## config.mk

```make
export PLATFORM = sky130hd
export DESIGN_NAME = adaptive_cpu_freq_governor
export DESIGN_NICKNAME = d
export VERILOG_FILES = /design/src/hdl/acfg_pkg.sv /design/src/hdl/adaptive_cpu_freq_governor.sv /design/src/hdl/acfg_divider.sv
export VERILOG_INCLUDE_DIRS = /design/src /design/src/hdl
export SDC_FILE = /design/constraint.sdc
export NUM_CORES = 1
export LEC_CHECK = 0
export BUFFER_PORTS_ARGS = -buffer_cell sky130_fd_sc_hd__buf_2
export CAP_MARGIN = 20
export CORE_UTILIZATION = 40
export DETAILED_ROUTE_END_ITERATION = 6
export PLACE_DENSITY_LB_ADDON = 0.08
export SLEW_MARGIN = 20
export SYNTH_ARGS = -nofsm -noshare
export SYNTH_HDL_FRONTEND = slang
export SYNTH_SLANG_ARGS = --single-unit
```

## constraint.sdc

```tcl
create_clock -name clk -period 9.26 [get_ports clk]
set_input_delay 2.778 -clock clk [delete_from_list [all_inputs] [get_ports clk]]
set_output_delay 2.778 -clock clk [all_outputs]
set_load 0.1 [all_outputs]
```

## src/hdl/adaptive_cpu_freq_governor_defines.svh

```systemverilog
// Assertion macros shared by the governor RTL.
`ifndef ADAPTIVE_CPU_FREQ_GOVERNOR_DEFINES_SVH
`define ADAPTIVE_CPU_FREQ_GOVERNOR_DEFINES_SVH
`ifndef NO_ASSERTIONS
// Property must hold at every clock edge outside reset.
`define ACFG_ASSERT(lbl, clk_s, rst_n_s, prop, msg) \
	lbl: assert property (@(posedge clk_s) disable iff (!rst_n_s) prop) else $error(msg);
// Condition must never be seen outside reset.
`define ACFG_NEVER(lbl, clk_s, rst_n_s, cond, msg) \
	lbl: assert property (@(posedge clk_s) disable iff (!rst_n_s) !(cond)) else $error(msg);
`else
`define ACFG_ASSERT(lbl, clk_s, rst_n_s, prop, msg)
`define ACFG_NEVER(lbl, clk_s, rst_n_s, cond, msg)
`endif
`endif

```

## src/hdl/acfg_pkg.sv

```systemverilog
// Shared widths, register indexes and constants of the frequency governor.
`timescale 1ns / 1ps
package acfg_pkg;
	localparam int MARK_W     = 7;
	localparam int LOAD_W     = 10;
	localparam int LVL_W      = 16;
	localparam int LIDX_W     = 3;
	localparam int CNT_W      = 4;
	localparam int CFG_IDX_W  = 3;
	localparam int CFG_DATA_W = 64;
	localparam int TAB_DEPTH  = 8;

	localparam logic [CFG_IDX_W-1:0] CFG_RUNNING_MARK = 3'd0;
	localparam logic [CFG_IDX_W-1:0] CFG_IDLE_MARK    = 3'd1;
	localparam logic [CFG_IDX_W-1:0] CFG_LEVEL_COUNT  = 3'd2;
	localparam logic [CFG_IDX_W-1:0] CFG_LEVELS_LOW   = 3'd3;
	localparam logic [CFG_IDX_W-1:0] CFG_LEVELS_HIGH  = 3'd4;
	localparam logic [CFG_IDX_W-1:0] CFG_START_FREQ   = 3'd5;

	localparam logic [MARK_W-1:0] RST_RUNNING_MARK = 7'd75;
	localparam logic [MARK_W-1:0] RST_IDLE_MARK    = 7'd50;
	localparam logic [CNT_W-1:0]  RST_LEVEL_COUNT  = 4'd1;
	localparam logic [LVL_W-1:0]  RST_START_FREQ   = 16'd1;

	localparam logic [LOAD_W-1:0] BUSY_LIMIT = 10'd95;
	localparam logic [LOAD_W-1:0] DOWN_MUL   = 10'd7;
	localparam int                DOWN_SHIFT = 3;
endpackage

```

## src/hdl/adaptive_cpu_freq_governor.sv

```systemverilog
// Top level of the adaptive CPU frequency governor: sequencer, shared multiplier, divider.
// A tick with zero frequency is skipped and leaves the sequencer idle; others search the
// current level, then hold, double or scale the target through the divider or take the idle
// path, and search the target's level; a stalled result waits in the output state.
// Level searches step one table entry a cycle and the serial divider sets the long path.
// Reset clears the sequencer and result valid and loads the register reset values.
`timescale 1ns / 1ps
`include "adaptive_cpu_freq_governor_defines.svh"
module adaptive_cpu_freq_governor #(
	parameter int MAX_LEVELS = 8,
	parameter int FREQ_BITS  = 16
) (
	input  logic                           clk,
	input  logic                           arst_n,
	input  logic                           in_valid,
	output logic                           in_stall,
	input  logic [acfg_pkg::LVL_W-1:0]      current_freq,
	input  logic [acfg_pkg::LOAD_W-1:0]     cpu_load,
	output logic                           out_valid,
	input  logic                           out_stall,
	output logic [acfg_pkg::LVL_W-1:0]      new_freq,
	output logic [acfg_pkg::LIDX_W-1:0]     new_level,
	input  logic                           cfg_valid,
	output logic                           cfg_ready,
	input  logic [acfg_pkg::CFG_IDX_W-1:0]  cfg_index,
	input  logic [acfg_pkg::CFG_DATA_W-1:0] cfg_data
);
	import acfg_pkg::*;

	localparam int AW = (FREQ_BITS > LVL_W) ? FREQ_BITS : LVL_W;
	localparam int PW = AW + LOAD_W;
	localparam logic [PW-1:0]    FMAX    = {{(PW - FREQ_BITS){1'b0}}, {FREQ_BITS{1'b1}}};
	localparam logic [CNT_W-1:0] LVL_MAX = CNT_W'(MAX_LEVELS);

	localparam logic [3:0] ST_IDLE      = 4'd0;
	localparam logic [3:0] ST_SRCH      = 4'd1;
	localparam logic [3:0] ST_DECIDE    = 4'd2;
	localparam logic [3:0] ST_MUL_SCALE = 4'd3;
	localparam logic [3:0] ST_DIV_START = 4'd4;
	localparam logic [3:0] ST_DIV_WAIT  = 4'd5;
	localparam logic [3:0] ST_MUL_DOWN  = 4'd6;
	localparam logic [3:0] ST_SET_DOWN  = 4'd7;
	localparam logic [3:0] ST_MUL_CL    = 4'd8;
	localparam logic [3:0] ST_MUL_LM    = 4'd9;
	localparam logic [3:0] ST_CMP       = 4'd10;
	localparam logic [3:0] ST_FINAL     = 4'd11;
	localparam logic [3:0] ST_OUT       = 4'd12;

	localparam logic [1:0] PH_CUR  = 2'd0;
	localparam logic [1:0] PH_DOWN = 2'd1;
	localparam logic [1:0] PH_NEW  = 2'd2;

	function automatic logic [FREQ_BITS-1:0] sat_f(input logic [PW-1:0] x);
		return (x > FMAX) ? {FREQ_BITS{1'b1}} : x[FREQ_BITS-1:0];
	endfunction

	// configuration
	logic [MARK_W-1:0]     run_mark_q;
	logic [MARK_W-1:0]     idle_mark_q;
	logic [CNT_W-1:0]      lvl_cnt_q;
	logic [CFG_DATA_W-1:0] lvl_lo_q;
	logic [CFG_DATA_W-1:0] lvl_hi_q;
	logic [LVL_W-1:0]      start_freq_q;

	// control
	logic [3:0]           state_q;
	logic [1:0]           phase_q;
	logic [CNT_W-1:0]     k_q;
	logic [LIDX_W-1:0]    cur_lvl_q;
	logic [FREQ_BITS-1:0] target_q;
	logic                 out_valid_q;

	// payload
	logic [LVL_W-1:0]     cur_q;
	logic [LOAD_W-1:0]    load_q;
	logic [AW-1:0]        srch_q;
	logic [LVL_W-1:0]     found_q;
	logic [LVL_W-1:0]     dl_freq_q;
	logic [FREQ_BITS-1:0] down_q;
	logic [PW-1:0]        mul_q;
	logic [PW-1:0]        prod_q;
	logic [LVL_W-1:0]     new_freq_q;
	logic [LIDX_W-1:0]    new_level_q;

	logic [LVL_W-1:0]  lvl_tab [TAB_DEPTH];
	logic [CNT_W-1:0]  lvl_n;
	logic [LIDX_W-1:0] low_idx;
	logic [CNT_W-1:0]  k_m1;
	logic [LVL_W-1:0]  lv_k;
	logic              srch_step;
	logic              in_acc;
	logic              cfg_wr;
	logic              load_hi;
	logic              load_big;
	logic              load_lo;
	logic [AW-1:0]     mul_a;
	logic [LOAD_W-1:0] mul_b;
	logic [PW-1:0]     mul_p;
	logic [PW-1:0]     top_ext;
	logic [PW-1:0]     low_ext;
	logic [PW-1:0]     dbl;
	logic [PW-1:0]     dbl_f;
	logic [PW-1:0]     quo_f;
	logic [PW-1:0]     dn_ext;
	logic [PW-1:0]     dn_f;
	logic [LVL_W-1:0]  st_val;
	logic              div_start;
	logic              div_done;
	logic [PW-1:0]     div_quo;

	for (genvar i = 0; i < TAB_DEPTH; i++) begin : g_tab
		if (i < TAB_DEPTH / 2) begin : g_lo
			assign lvl_tab[i] = lvl_lo_q[LVL_W*i +: LVL_W];
		end else begin : g_hi
			assign lvl_tab[i] = lvl_hi_q[LVL_W*(i - TAB_DEPTH/2) +: LVL_W];
		end
	end

	assign lvl_n = (lvl_cnt_q == '0) ? CNT_W'(1) :
		(lvl_cnt_q > LVL_MAX) ? LVL_MAX : lvl_cnt_q;
	assign low_idx = LIDX_W'(lvl_n - CNT_W'(1));

	// search walks down the table while the next entry still covers the operand
	assign k_m1      = k_q - CNT_W'(1);
	assign lv_k      = lvl_tab[k_q[LIDX_W-1:0]];
	assign srch_step = (k_q < lvl_n) && (AW'(lv_k) >= srch_q);

	assign in_acc   = in_valid && !in_stall;
	assign in_stall = (state_q != ST_IDLE);
	assign cfg_wr   = cfg_valid && cfg_ready;
	// take register writes only while no tick is in flight
	assign cfg_ready = (state_q == ST_IDLE);

	assign load_hi  = load_q > LOAD_W'(run_mark_q);
	assign load_big = (load_q > BUSY_LIMIT) || (load_q > LOAD_W'({run_mark_q, 1'b0}));
	assign load_lo  = load_q < LOAD_W'(idle_mark_q);

	always_comb begin
		case (state_q)
			ST_MUL_SCALE: begin
				mul_a = AW'(target_q);
				mul_b = load_q;
			end
			ST_MUL_DOWN: begin
				mul_a = AW'(target_q);
				mul_b = DOWN_MUL;
			end
			ST_MUL_CL: begin
				mul_a = AW'(cur_q);
				mul_b = load_q;
			end
			ST_MUL_LM: begin
				mul_a = AW'(dl_freq_q);
				mul_b = LOAD_W'(run_mark_q);
			end
			default: begin
				mul_a = '0;
				mul_b = '0;
			end
		endcase
	end
	assign mul_p = PW'(mul_a) * PW'(mul_b);

	assign top_ext = PW'(lvl_tab[0]);
	assign low_ext = PW'(lvl_tab[low_idx]);
	assign dbl     = PW'(target_q) << 1;
	assign dbl_f   = (dbl > top_ext) ? top_ext : dbl;
	assign quo_f   = (div_quo > top_ext) ? top_ext : div_quo;
	assign dn_ext  = PW'(down_q);
	assign dn_f    = (dn_ext < low_ext) ? low_ext : dn_ext;
	assign st_val  = (cfg_data[LVL_W-1:0] == '0) ? LVL_W'(1) : cfg_data[LVL_W-1:0];

	assign div_start = (state_q == ST_DIV_START);

	acfg_divider #(
		.DW(PW)
	) u_div (
		.clk      (clk),
		.arst_n   (arst_n),
		.start    (div_start),
		.dividend (mul_q),
		.divisor  (run_mark_q),
		.done     (div_done),
		.quotient (div_quo)
	);

	always_ff @(posedge clk or negedge arst_n) begin
		if (!arst_n) begin
			run_mark_q   <= RST_RUNNING_MARK;
			idle_mark_q  <= RST_IDLE_MARK;
			lvl_cnt_q    <= RST_LEVEL_COUNT;
			lvl_lo_q     <= '0;
			lvl_hi_q     <= '0;
			start_freq_q <= RST_START_FREQ;
			target_q     <= sat_f(PW'(RST_START_FREQ));
			state_q      <= ST_IDLE;
			phase_q      <= PH_CUR;
			k_q          <= CNT_W'(1);
			cur_lvl_q    <= '0;
			out_valid_q  <= 1'b0;
		end else begin
			if (cfg_wr) begin
				unique case (cfg_index)
					CFG_RUNNING_MARK: run_mark_q  <= cfg_data[MARK_W-1:0];
					CFG_IDLE_MARK:    idle_mark_q <= cfg_data[MARK_W-1:0];
					CFG_LEVEL_COUNT:  lvl_cnt_q   <= cfg_data[CNT_W-1:0];
					CFG_LEVELS_LOW:   lvl_lo_q    <= cfg_data;
					CFG_LEVELS_HIGH:  lvl_hi_q    <= cfg_data;
					CFG_START_FREQ: begin
						start_freq_q <= cfg_data[LVL_W-1:0];
						target_q     <= sat_f(PW'(st_val));
					end
					default: ;
				endcase
			end

			// drop the result once its transfer completes, unless a new one replaces it
			if (out_valid_q && !out_stall && (state_q != ST_OUT)) begin
				out_valid_q <= 1'b0;
			end

			unique case (state_q)
				ST_IDLE: begin
					if (in_acc && (current_freq != '0)) begin
						k_q     <= CNT_W'(1);
						phase_q <= PH_CUR;
						state_q <= ST_SRCH;
					end
				end
				ST_SRCH: begin
					if (srch_step) begin
						k_q <= k_q + CNT_W'(1);
					end else begin
						unique case (phase_q)
							PH_CUR: begin
								cur_lvl_q <= k_m1[LIDX_W-1:0];
								state_q   <= ST_DECIDE;
							end
							PH_DOWN: state_q <= ST_MUL_CL;
							PH_NEW: state_q <= (k_m1[LIDX_W-1:0] != cur_lvl_q) ? ST_OUT : ST_IDLE;
							default: state_q <= ST_IDLE;
						endcase
					end
				end
				ST_DECIDE: begin
					if (load_hi) begin
						if (load_big) begin
							target_q <= sat_f(dbl_f);
							state_q  <= ST_FINAL;
						end else begin
							state_q <= ST_MUL_SCALE;
						end
					end else if (load_lo) begin
						state_q <= ST_MUL_DOWN;
					end else begin
						state_q <= ST_FINAL;
					end
				end
				ST_MUL_SCALE: state_q <= ST_DIV_START;
				ST_DIV_START: state_q <= ST_DIV_WAIT;
				ST_DIV_WAIT: begin
					if (div_done) begin
						target_q <= sat_f(quo_f);
						state_q  <= ST_FINAL;
					end
				end
				ST_MUL_DOWN: state_q <= ST_SET_DOWN;
				ST_SET_DOWN: begin
					k_q     <= CNT_W'(1);
					phase_q <= PH_DOWN;
					state_q <= ST_SRCH;
				end
				ST_MUL_CL: state_q <= ST_MUL_LM;
				ST_MUL_LM: state_q <= ST_CMP;
				ST_CMP: begin
					if (prod_q < mul_q) begin
						target_q <= sat_f(dn_f);
					end
					state_q <= ST_FINAL;
				end
				ST_FINAL: begin
					k_q     <= CNT_W'(1);
					phase_q <= PH_NEW;
					state_q <= ST_SRCH;
				end
				ST_OUT: begin
					// hold until the output register is free
					if (!out_valid_q || !out_stall) begin
						out_valid_q <= 1'b1;
						state_q     <= ST_IDLE;
					end
				end
				default: state_q <= ST_IDLE;
			endcase
		end
	end

	always_ff @(posedge clk) begin
		case (state_q)
			ST_IDLE: begin
				cur_q   <= current_freq;
				load_q  <= cpu_load;
				srch_q  <= AW'(current_freq);
				found_q <= lvl_tab[0];
			end
			ST_SRCH: begin
				if (srch_step) begin
					found_q <= lv_k;
				end else if (phase_q == PH_DOWN) begin
					dl_freq_q <= found_q;
				end
			end
			ST_MUL_SCALE, ST_MUL_DOWN, ST_MUL_CL: mul_q <= mul_p;
			ST_SET_DOWN: begin
				down_q  <= mul_q[FREQ_BITS+DOWN_SHIFT-1:DOWN_SHIFT];
				srch_q  <= AW'(mul_q[FREQ_BITS+DOWN_SHIFT-1:DOWN_SHIFT]);
				found_q <= lvl_tab[0];
			end
			ST_MUL_LM: begin
				prod_q <= mul_q;
				mul_q  <= mul_p;
			end
			ST_FINAL: begin
				srch_q  <= AW'(target_q);
				found_q <= lvl_tab[0];
			end
			ST_OUT: begin
				if (!out_valid_q || !out_stall) begin
					new_freq_q  <= found_q;
					new_level_q <= k_m1[LIDX_W-1:0];
				end
			end
			default: ;
		endcase
	end

	assign out_valid = out_valid_q;
	assign new_freq  = new_freq_q;
	assign new_level = new_level_q;

	`ACFG_ASSERT(a_skip_zero, clk, arst_n, in_valid && !in_stall && current_freq == '0 |=> !in_stall, "zero frequency tick not skipped")
	`ACFG_ASSERT(a_level_changed, clk, arst_n, $rose(out_valid) |-> new_level != cur_lvl_q, "result issued for unchanged level")
	`ACFG_ASSERT(a_srch_range, clk, arst_n, state_q == ST_SRCH |-> k_q != '0 && k_q <= LVL_MAX, "search index out of table")
	`ACFG_NEVER(a_start_unused, clk, arst_n, start_freq_q == '0 && target_q == '0 && state_q == ST_IDLE && !out_valid && $past(cfg_wr) && $past(cfg_index) == CFG_START_FREQ, "start write left zero target")
endmodule

```

## src/hdl/acfg_divider.sv

```systemverilog
// Restoring serial divider: one quotient bit per cycle by a narrow divisor.
`timescale 1ns / 1ps
`include "adaptive_cpu_freq_governor_defines.svh"
module acfg_divider #(
	parameter int DW = 26
) (
	input  logic                       clk,
	input  logic                       arst_n,
	input  logic                       start,
	input  logic [DW-1:0]              dividend,
	input  logic [acfg_pkg::MARK_W-1:0] divisor,
	output logic                       done,
	output logic [DW-1:0]              quotient
);
	import acfg_pkg::*;

	localparam int CW = $clog2(DW + 1);

	logic              busy_q;
	logic              done_q;
	logic [CW-1:0]     cnt_q;
	logic [DW-1:0]     quo_q;
	logic [MARK_W-1:0] rem_q;
	logic [MARK_W-1:0] dvs_q;
	logic [MARK_W:0]   rem_sh;
	logic [MARK_W:0]   rem_sub;
	logic              ge;

	assign rem_sh  = {rem_q, quo_q[DW-1]};
	assign ge      = rem_sh >= {1'b0, dvs_q};
	assign rem_sub = rem_sh - {1'b0, dvs_q};

	always_ff @(posedge clk or negedge arst_n) begin
		if (!arst_n) begin
			busy_q <= 1'b0;
			done_q <= 1'b0;
			cnt_q  <= '0;
		end else begin
			done_q <= 1'b0;
			if (start) begin
				busy_q <= 1'b1;
				cnt_q  <= CW'(DW);
			end else if (busy_q) begin
				cnt_q <= cnt_q - CW'(1);
				if (cnt_q == CW'(1)) begin
					busy_q <= 1'b0;
					done_q <= 1'b1;
				end
			end
		end
	end

	always_ff @(posedge clk) begin
		if (start) begin
			quo_q <= dividend;
			rem_q <= '0;
			dvs_q <= divisor;
		end else if (busy_q) begin
			// remainder stays below the divisor, so it fits the narrow register
			rem_q <= ge ? rem_sub[MARK_W-1:0] : rem_sh[MARK_W-1:0];
			quo_q <= {quo_q[DW-2:0], ge};
		end
	end

	assign done     = done_q;
	assign quotient = quo_q;

	`ACFG_ASSERT(a_div_cnt_live, clk, arst_n, busy_q |-> cnt_q != '0, "divider busy with zero count")
	`ACFG_ASSERT(a_div_done_idle, clk, arst_n, done_q |-> !busy_q, "divider done while busy")
	`ACFG_ASSERT(a_div_done_pulse, clk, arst_n, done_q |=> !done_q, "divider done held twice")
endmodule
```

==> run metrics, run 1 <==
Net Sw Frac=around 43%; DRC=0; EDFF count, synth=194; final-report setup violation count=0; leakage power=12.86 nW; Hold Buf Count CTS=0; Final ANT Viol Nets=0; ys async rst share=47.66%; CP max stage cell=nor2_1; WL final=77640 um; Fmax=120.6 MHz; Power Internal=5.617 mW; Synth area leader=edfxtp_1; global routing usage on met2=40.96%; Syn Nets=2608; clock share of power=18.5%; CTS buffer count=46; DR WL/cell=between 20 and 25 um; share of the synthesized area in the top cell type=22.95%; Die H=253.9 um; initial DRC count=1447; CP startpoint kind=flip-flop; fin crit share=between 80% and 90%; PwrDens=roughly 340 nW/um2; Post-DP HPWL=60070 um; initial antenna violation count=0; Cell Area, Synth=25390 um2; crit path capture type=flip-flop; routed via count=17900; area of the multi-input gates=13720 um2; post-synthesis cell count=2216; Final Hold Fails=0; CTS sink count=roughly 380; core area=62170 um2; first drt pass iteration count=6; clk_lat worst skew=0.61 ns; Hold WC Path Type=flip-flop to flip-flop; # fillers=5927; final max-slew violation count=0; fin crit period=just over 8 ns; Antenna Cells=0; Slew @ Worst Pin=1.123 ns; Clock Path Buffers=3; Avg Inst Size Synth=11.46 um2; Die Width=253.9 um; yosys synthesis warning count=0; Resized cells post-CTS=0; part of the power in registers=33.6%; register area share after synthesis=41.58%; Port-buffer cells=119; commonest cells in the netlist=nand2_1 (241), inv_1 (222), edfxtp_1 (194); worst vdd ir=around 0.00016 V; design area=28510 um2; Top delay family on crit path=adder cells; PnR worst setup slack=0.9715 ns; Initial Util=40.84%; busiest layer in global routing=met2; GRT Util Overall=24.70%; largest net degree at the start of global routing=66; overall power=around 10 mW; vias in the first global route=18360; Switching Power=between 4 and 5 mW; CP Data Arrival Time=8.62 ns; met1 Track Usage GR=34.18%; Storage cell area=10560 um2; H-tree Lvls=2; worst slack, placed=approximately 1.2 ns; Max stage delay on crit path=0.72 ns; crit-path max FO=17; first-pass GRT wire length=117200 um; R2R setup slack=0.97 ns; Bufs and invs on worst path=5; average vias per placed instance=5.580; grt total ovfl=0; # IOs=120; clock slew at reported path FFs=0.06 ns; Fin Setup TNS=0 ns; outcome=finished clean; cell with the most instances after synthesis=nand2_1; Comb pwr share=a little under half; clock root cell=clkbuf_16; Max Cap Viol=0; commonest register cell after synthesis=edfxtp_1; fin nets=2725; Synth Register Bits=384; Area growth syn-to-layout=12.30%; WS Path Type=flip-flop to flip-flop; M3 GR Usage=2.550%; CP Data Required Time=9.59 ns; layout cells sized above 1=between 20% and 30%; GP Congestion=0.9217; Area after DPL=26990 um2; Area contributors post-synth=edfxtp_1 (23%), dfrtp_1 (17%), ha_1 (9.0%); Worst slew margin=25.16%; RSZ-0062 raised after global routing=no; synth unique cells=77; clock skew=0.03138 ns; CTS tree=yes; die area=64480 um2; num rows=91; Post-CTS Setup Repair Bufs=0
[sequential cells by signal, indices dropped and copies added, names as in the netlist, 10 cells and up]
name            count
lvl_hi_q           64
u_div.quotient     26
dl_freq_q          16
lvl_lo_q           64
target_q           16
new_freq           16
srch_q             16
mul_q              26
cur_q              16
prod_q             26
down_q             16
load_q             10
found_q            16
[metrics by stage]
step                hold WS [ns]  std cells  util, %
floorplan                 0.4215       2216        -
global placement          0.4420       3120    43.42
detailed placement        0.4406       3120    43.42
CTS                       0.4565       3205    45.83
global route              0.4663       3207    45.86
finish                    0.4570       3207    45.86
[cells in the final DEF, fill, tap and decap left out, types with 10 or more instances in the layout]
master / count
a211oi_1: 12
a21o_1: 26
a21oi_1: 72
a22oi_1: 46
and2_1: 14
buf_2: 118
buf_4: 30
clkbuf_1: 17
clkbuf_16: 47
dfrtp_1: 173
dfstp_2: 10
edfxtp_1: 194
fa_1: 111
ha_1: 183
inv_1: 222
mux2_2: 179
mux2i_1: 72
mux4_2: 62
nand2_1: 240
nand2b_1: 23
nand3_1: 17
nand4_1: 20
nor2_1: 141
nor2b_1: 15
nor4_1: 14
o211ai_1: 14
o21ai_0: 95
o221ai_1: 15
xnor2_1: 25
xor2_1: 11
[area by class of cell]
type                    instances  share of cell area [%]
multi-input cells            1526                   48.12
flip-flops and latches        384                   37.03
clock buffers                  67                   4.494
well taps                     837                   3.673
repair buffers                151                   2.962
inverters                     224                   2.958
clock inverters                18                  0.7592
[path summary, 6_finish.rpt]
kind | end | cells after the start | startpoint
max in group asynchronous | run_mark_q[2] | 2 | arst_n
max | mul_q[23] | 25 | state_q[3]
min reg2reg | prod_q[2] | 0 | mul_q[2]
min in group asynchronous | lvl_hi_q[29] | 1 | arst_n
min | prod_q[2] | 0 | mul_q[2]
max reg2reg | mul_q[23] | 25 | state_q[3]
[layer usage]
metal  wire [um]  part of all wire (%)  vias to the layer above
li1            -                     -                     8154
met1       34420                    44                     9171
met2       37650                    48                      460
met3        3393                   4.4                      110
met4        2175                   2.8                        0
met5           0                     0                        -
[power by group through the flow]
stage / Combinational (mW) / Clock [mW] / Sequential [mW]
finish: 4.71 / 1.81 / 3.29
global route: 5.21 / 1.91 / 3.35
CTS: 4.73 / 1.86 / 3.29
detailed placement: 4.71 / 0 / 3.31
global placement: 4.63 / 0 / 3.31
floorplan: 3.43 / 0 / 2.95
[kinds of logic after synthesis]
family,Yosys count,synth area share (%)
simple gates,534,9.462
flops,384,41.58
compound gates,348,8.965
mux,313,16.28
buf+inv,306,4.588
fa+ha+maj,294,17.77
xor+xnor,37,1.350
(Power assumes the default switching activity.)
==> inputs of run 2 (changes only) <==
--- a/config.mk
+++ b/config.mk
@@ -6,10 +6,12 @@
 export SDC_FILE = /design/constraint.sdc
 export NUM_CORES = 1
 export LEC_CHECK = 0
+export ABC_AREA = 1
 export BUFFER_PORTS_ARGS = -buffer_cell sky130_fd_sc_hd__buf_2
 export CAP_MARGIN = 20
 export CORE_UTILIZATION = 40
 export DETAILED_ROUTE_END_ITERATION = 6
+export GPL_TIMING_DRIVEN = 0
 export PLACE_DENSITY_LB_ADDON = 0.08
 export SLEW_MARGIN = 20
 export SYNTH_ARGS = -nofsm -noshare
==> run 2 against run 1 <==
  * Clock-buffer cell count grew 3
  * Maximum frequency shrank 2.3%
  * Critical path depth is 3 higher
  * Largest power group is now the clock network
  * Largest cell class unchanged
  * Setup slack got worse by 0.20 ns
  * Clock skew up 0.0024 ns
==> run metrics, run 2 <==
Critical R2R Capture=mul_q[24] (was mul_q[23]); Top delay family on crit path=adder cells (unchanged); Syn Nets=3488 (was 2608); Placed Instances=4075 (was 3120); worst vdd ir=0.0001098 V (was 0.0001642 V); Simple-Gate Fraction of Synth Area=14.99% (was 9.462%); register area share after synthesis=40.44% (was 41.58%); biggest regs=lvl_hi_q x64, lvl_lo_q x64 (unchanged); GP Congestion=1.024 (was 0.9217); average vias per placed instance=5.533 (was 5.580); worst r2r path cells=28 (was 25); CP max stage cell=buf_2 (was nor2_1); Worst slew margin=19.73% (was 25.16%); clock root cell=clkbuf_16 (unchanged); Hold Buf Count CTS=0 (unchanged); PnR worst setup slack=0.7762 ns (was 0.9715 ns); Area contributors post-synth=edfxtp_1 (22%), dfrtp_1 (17%), ha_1 (8.8%) (was edfxtp_1 (23%), dfrtp_1 (17%), ha_1 (9.0%)); CTS buffer count=47 (was 46); Port-buffer cells=119 (unchanged); Synth area leader=edfxtp_1 (unchanged); largest family of logic cells by synthesized area=adder cells (unchanged); CTS tree=yes (unchanged); Cell Area, Synth=26110 um2 (was 25390 um2); Non-Filler Instances=4166 (was 3207); Synth Area in Compound Gates=16.96% (was 8.965%); clock skew=0.03373 ns (was 0.03138 ns); CP Data Arrival Time=8.80 ns (was 8.62 ns); Clock Path Buffers=3 (unchanged); Reg-to-Reg Start=state_q[3] (unchanged); routed via count=23050 (was 17900); Slew @ Worst Pin=1.204 ns (was 1.123 ns); share of the core filled with cells=45.85% (was 45.86%); commonest cells in the netlist=nand2_1 (594), inv_1 (483), o21ai_0 (433) (was nand2_1 (241), inv_1 (222), edfxtp_1 (194)); final-report setup violation count=0 (unchanged); final max-slew violation count=0 (unchanged); Die Width=257.5 um (was 253.9 um); share of the synthesized area in the top cell type=22.31% (was 22.95%); crit-path max FO=35 (was 17); Hold WC Path Type=flip-flop to flip-flop (unchanged); ys async rst share=47.66% (unchanged); cell with the most instances after synthesis=nand2_1 (unchanged); Synth Register Bits=384 (unchanged); yosys synthesis warning count=0 (unchanged); Die H=257.5 um (was 253.9 um); synth unique cells=57 (was 77); clk_lat worst skew=0.60 ns (was 0.61 ns); WS Path Type=flip-flop to flip-flop (unchanged); startpoint of the worst hold path=mul_q[0] (was mul_q[2]); layout cells sized above 1=8.371% (was 20.68%); crit path capture type=flip-flop (unchanged); initial DRC count=2253 (was 1447); commonest non-fill, non-tap cell in the layout=nand2_1 (unchanged); WL final=103000 um (was 77640 um); CP Data Required Time=9.58 ns (was 9.59 ns); Fin Setup TNS=0 ns (unchanged); Final Hold Fails=0 (unchanged); Initial Util=40.50% (was 40.84%); first-pass GRT wire length=149900 um (was 117200 um); most frequent CP cell=inv_1; post-synthesis cell count=3096 (was 2216); vias in the first global route=22300 (was 18360); adder-cell area share of the yosys netlist=17.28% (was 17.77%); # IOs=120 (unchanged); largest net degree at the start of global routing=88 (was 66); Post-CTS Setup Repair Bufs=0 (unchanged); RSZ-0062 raised after global routing=no (unchanged); Max stage delay on crit path=0.82 ns (was 0.72 ns); fin crit share=91.62% (was 89.51%); Post-DP HPWL=84200 um (was 60070 um); initial antenna violation count=2 (was 0); Resized cells post-CTS=0 (unchanged); fin nets=3662 (was 2725); Max Cap Viol=0 (unchanged); R2R setup slack=0.78 ns (was 0.97 ns); CP startpoint kind=flip-flop (unchanged); clock slew at reported path FFs=0.06 ns (about the same); first drt pass iteration count=6 (unchanged); Min-Delay Endpoint=prod_q[0] (was prod_q[2]); Avg Inst Size Synth=8.433 um2 (was 11.46 um2); fin crit period=8.484 ns (was 8.288 ns); PwrDens=133.4 nW/um2 (was 344.1 nW/um2); post-synthesis mux area share=0.04313% (was 16.28%); Fmax=117.9 MHz (was 120.6 MHz); DR WL/cell=24.73 um (was 24.21 um); H-tree Lvls=2 (unchanged); EDFF count, synth=194 (unchanged); die area=66300 um2 (was 64480 um2); Final ANT Viol Nets=0 (unchanged); DRC=0 (unchanged); Bufs and invs on worst path=9 (was 5); Min-Delay Path Depth=0 (unchanged); CTS sink count=384 (unchanged); num rows=93 (was 91); Area growth syn-to-layout=13.21% (was 12.30%); outcome=finished clean (unchanged); most frequent cells in the layout=nand2_1 (593), inv_1 (482), o21ai_0 (433) (was nand2_1 (240), inv_1 (222), edfxtp_1 (194)); grt total ovfl=0 (unchanged); core area=64460 um2 (was 62170 um2); commonest register cell after synthesis=edfxtp_1 (unchanged); post-synthesis xor/xnor area fraction=1.107% (was 1.350%); leakage power=13.38 nW (was 12.86 nW); worst slack, placed=0.7270 ns (was 1.157 ns); GRT Util Overall=31.02% (was 24.70%)
-- run 2: cell count changes after synthesis, sizes merged, moves of 41 or more --
cell | before | now
inv | 223 | 488
a21oi | 74 | 240
mux2 | 179 | 1
mux2i | 72 | 0
mux4 | 62 | 0
o21ai | 97 | 436
a22oi | 46 | 5
nand2 | 241 | 608
nor2 | 146 | 192
nand3 | 18 | 113
-- run 2: how the worst max path moves through the flow --
stage	slack, ns	end	start	cells past startpoint
after global routing	0.09	mul_q[24]	state_q[3]	28
after detailed placement	0.73	mul_q[24]	state_q[3]	28
after global placement	0.79	mul_q[24]	state_q[3]	28
after floorplan	2.63	mul_q[24]	state_q[2]	27
after CTS	0.68	mul_q[24]	state_q[3]	28
final	0.78	mul_q[24]	state_q[3]	28
-- run 2: final cells by class --
class                      count  area (um2)
antenna                        2       5.005
buffer                       129       531.8
clock buffer                  70        1358
clock inverter                18       289.0
fill                        6431       34910
inverter                     497        1866
multi-input combinational   2086       13180
sequential                   384       10560
tap                          855        1070
timing repair buffer         125       698.2
-- run 2: per-layer routing --
| layer | vias up | global-route usage (%) | part of all wire (%) |
|---|---|---|---|
| met4 | 0 | 8.153 | 2.5 |
| li1 | 10630 | - | - |
| met2 | 919 | 45.88 | 43 |
| met1 | 11400 | 46.03 | 47 |
| met3 | 102 | 6.009 | 8.4 |
| met5 | - | 0 | 0 |
-- run 2: metrics by stage --
step	instance area [um2]	power (mW)	hold slack, ns
after floorplan	26110	1.880	0.4215
after global placement	27770	1.974	0.4326
after detailed placement	27890	1.979	0.4348
after CTS	29540	3.971	0.4479
after global routing	29550	4.046	0.4531
final	29560	3.944	0.4466
-- run 2: cell families after synthesis --
kind of cell             after synthesis
AO/OA/AOI/OAI                        797
buffers and inverters                626
multiplexers                           1
XOR/XNOR                              33
adder cells (fa/ha/maj)              294
AND/OR/NAND/NOR                      961
flip-flops                           384
-- run 2: report_power, final --
group	switching, mW	total [mW]	internal [mW]
clock network	0.780	2.00	1.22
logic	0.117	0.160	0.0428
registers	0.00141	1.79	1.79
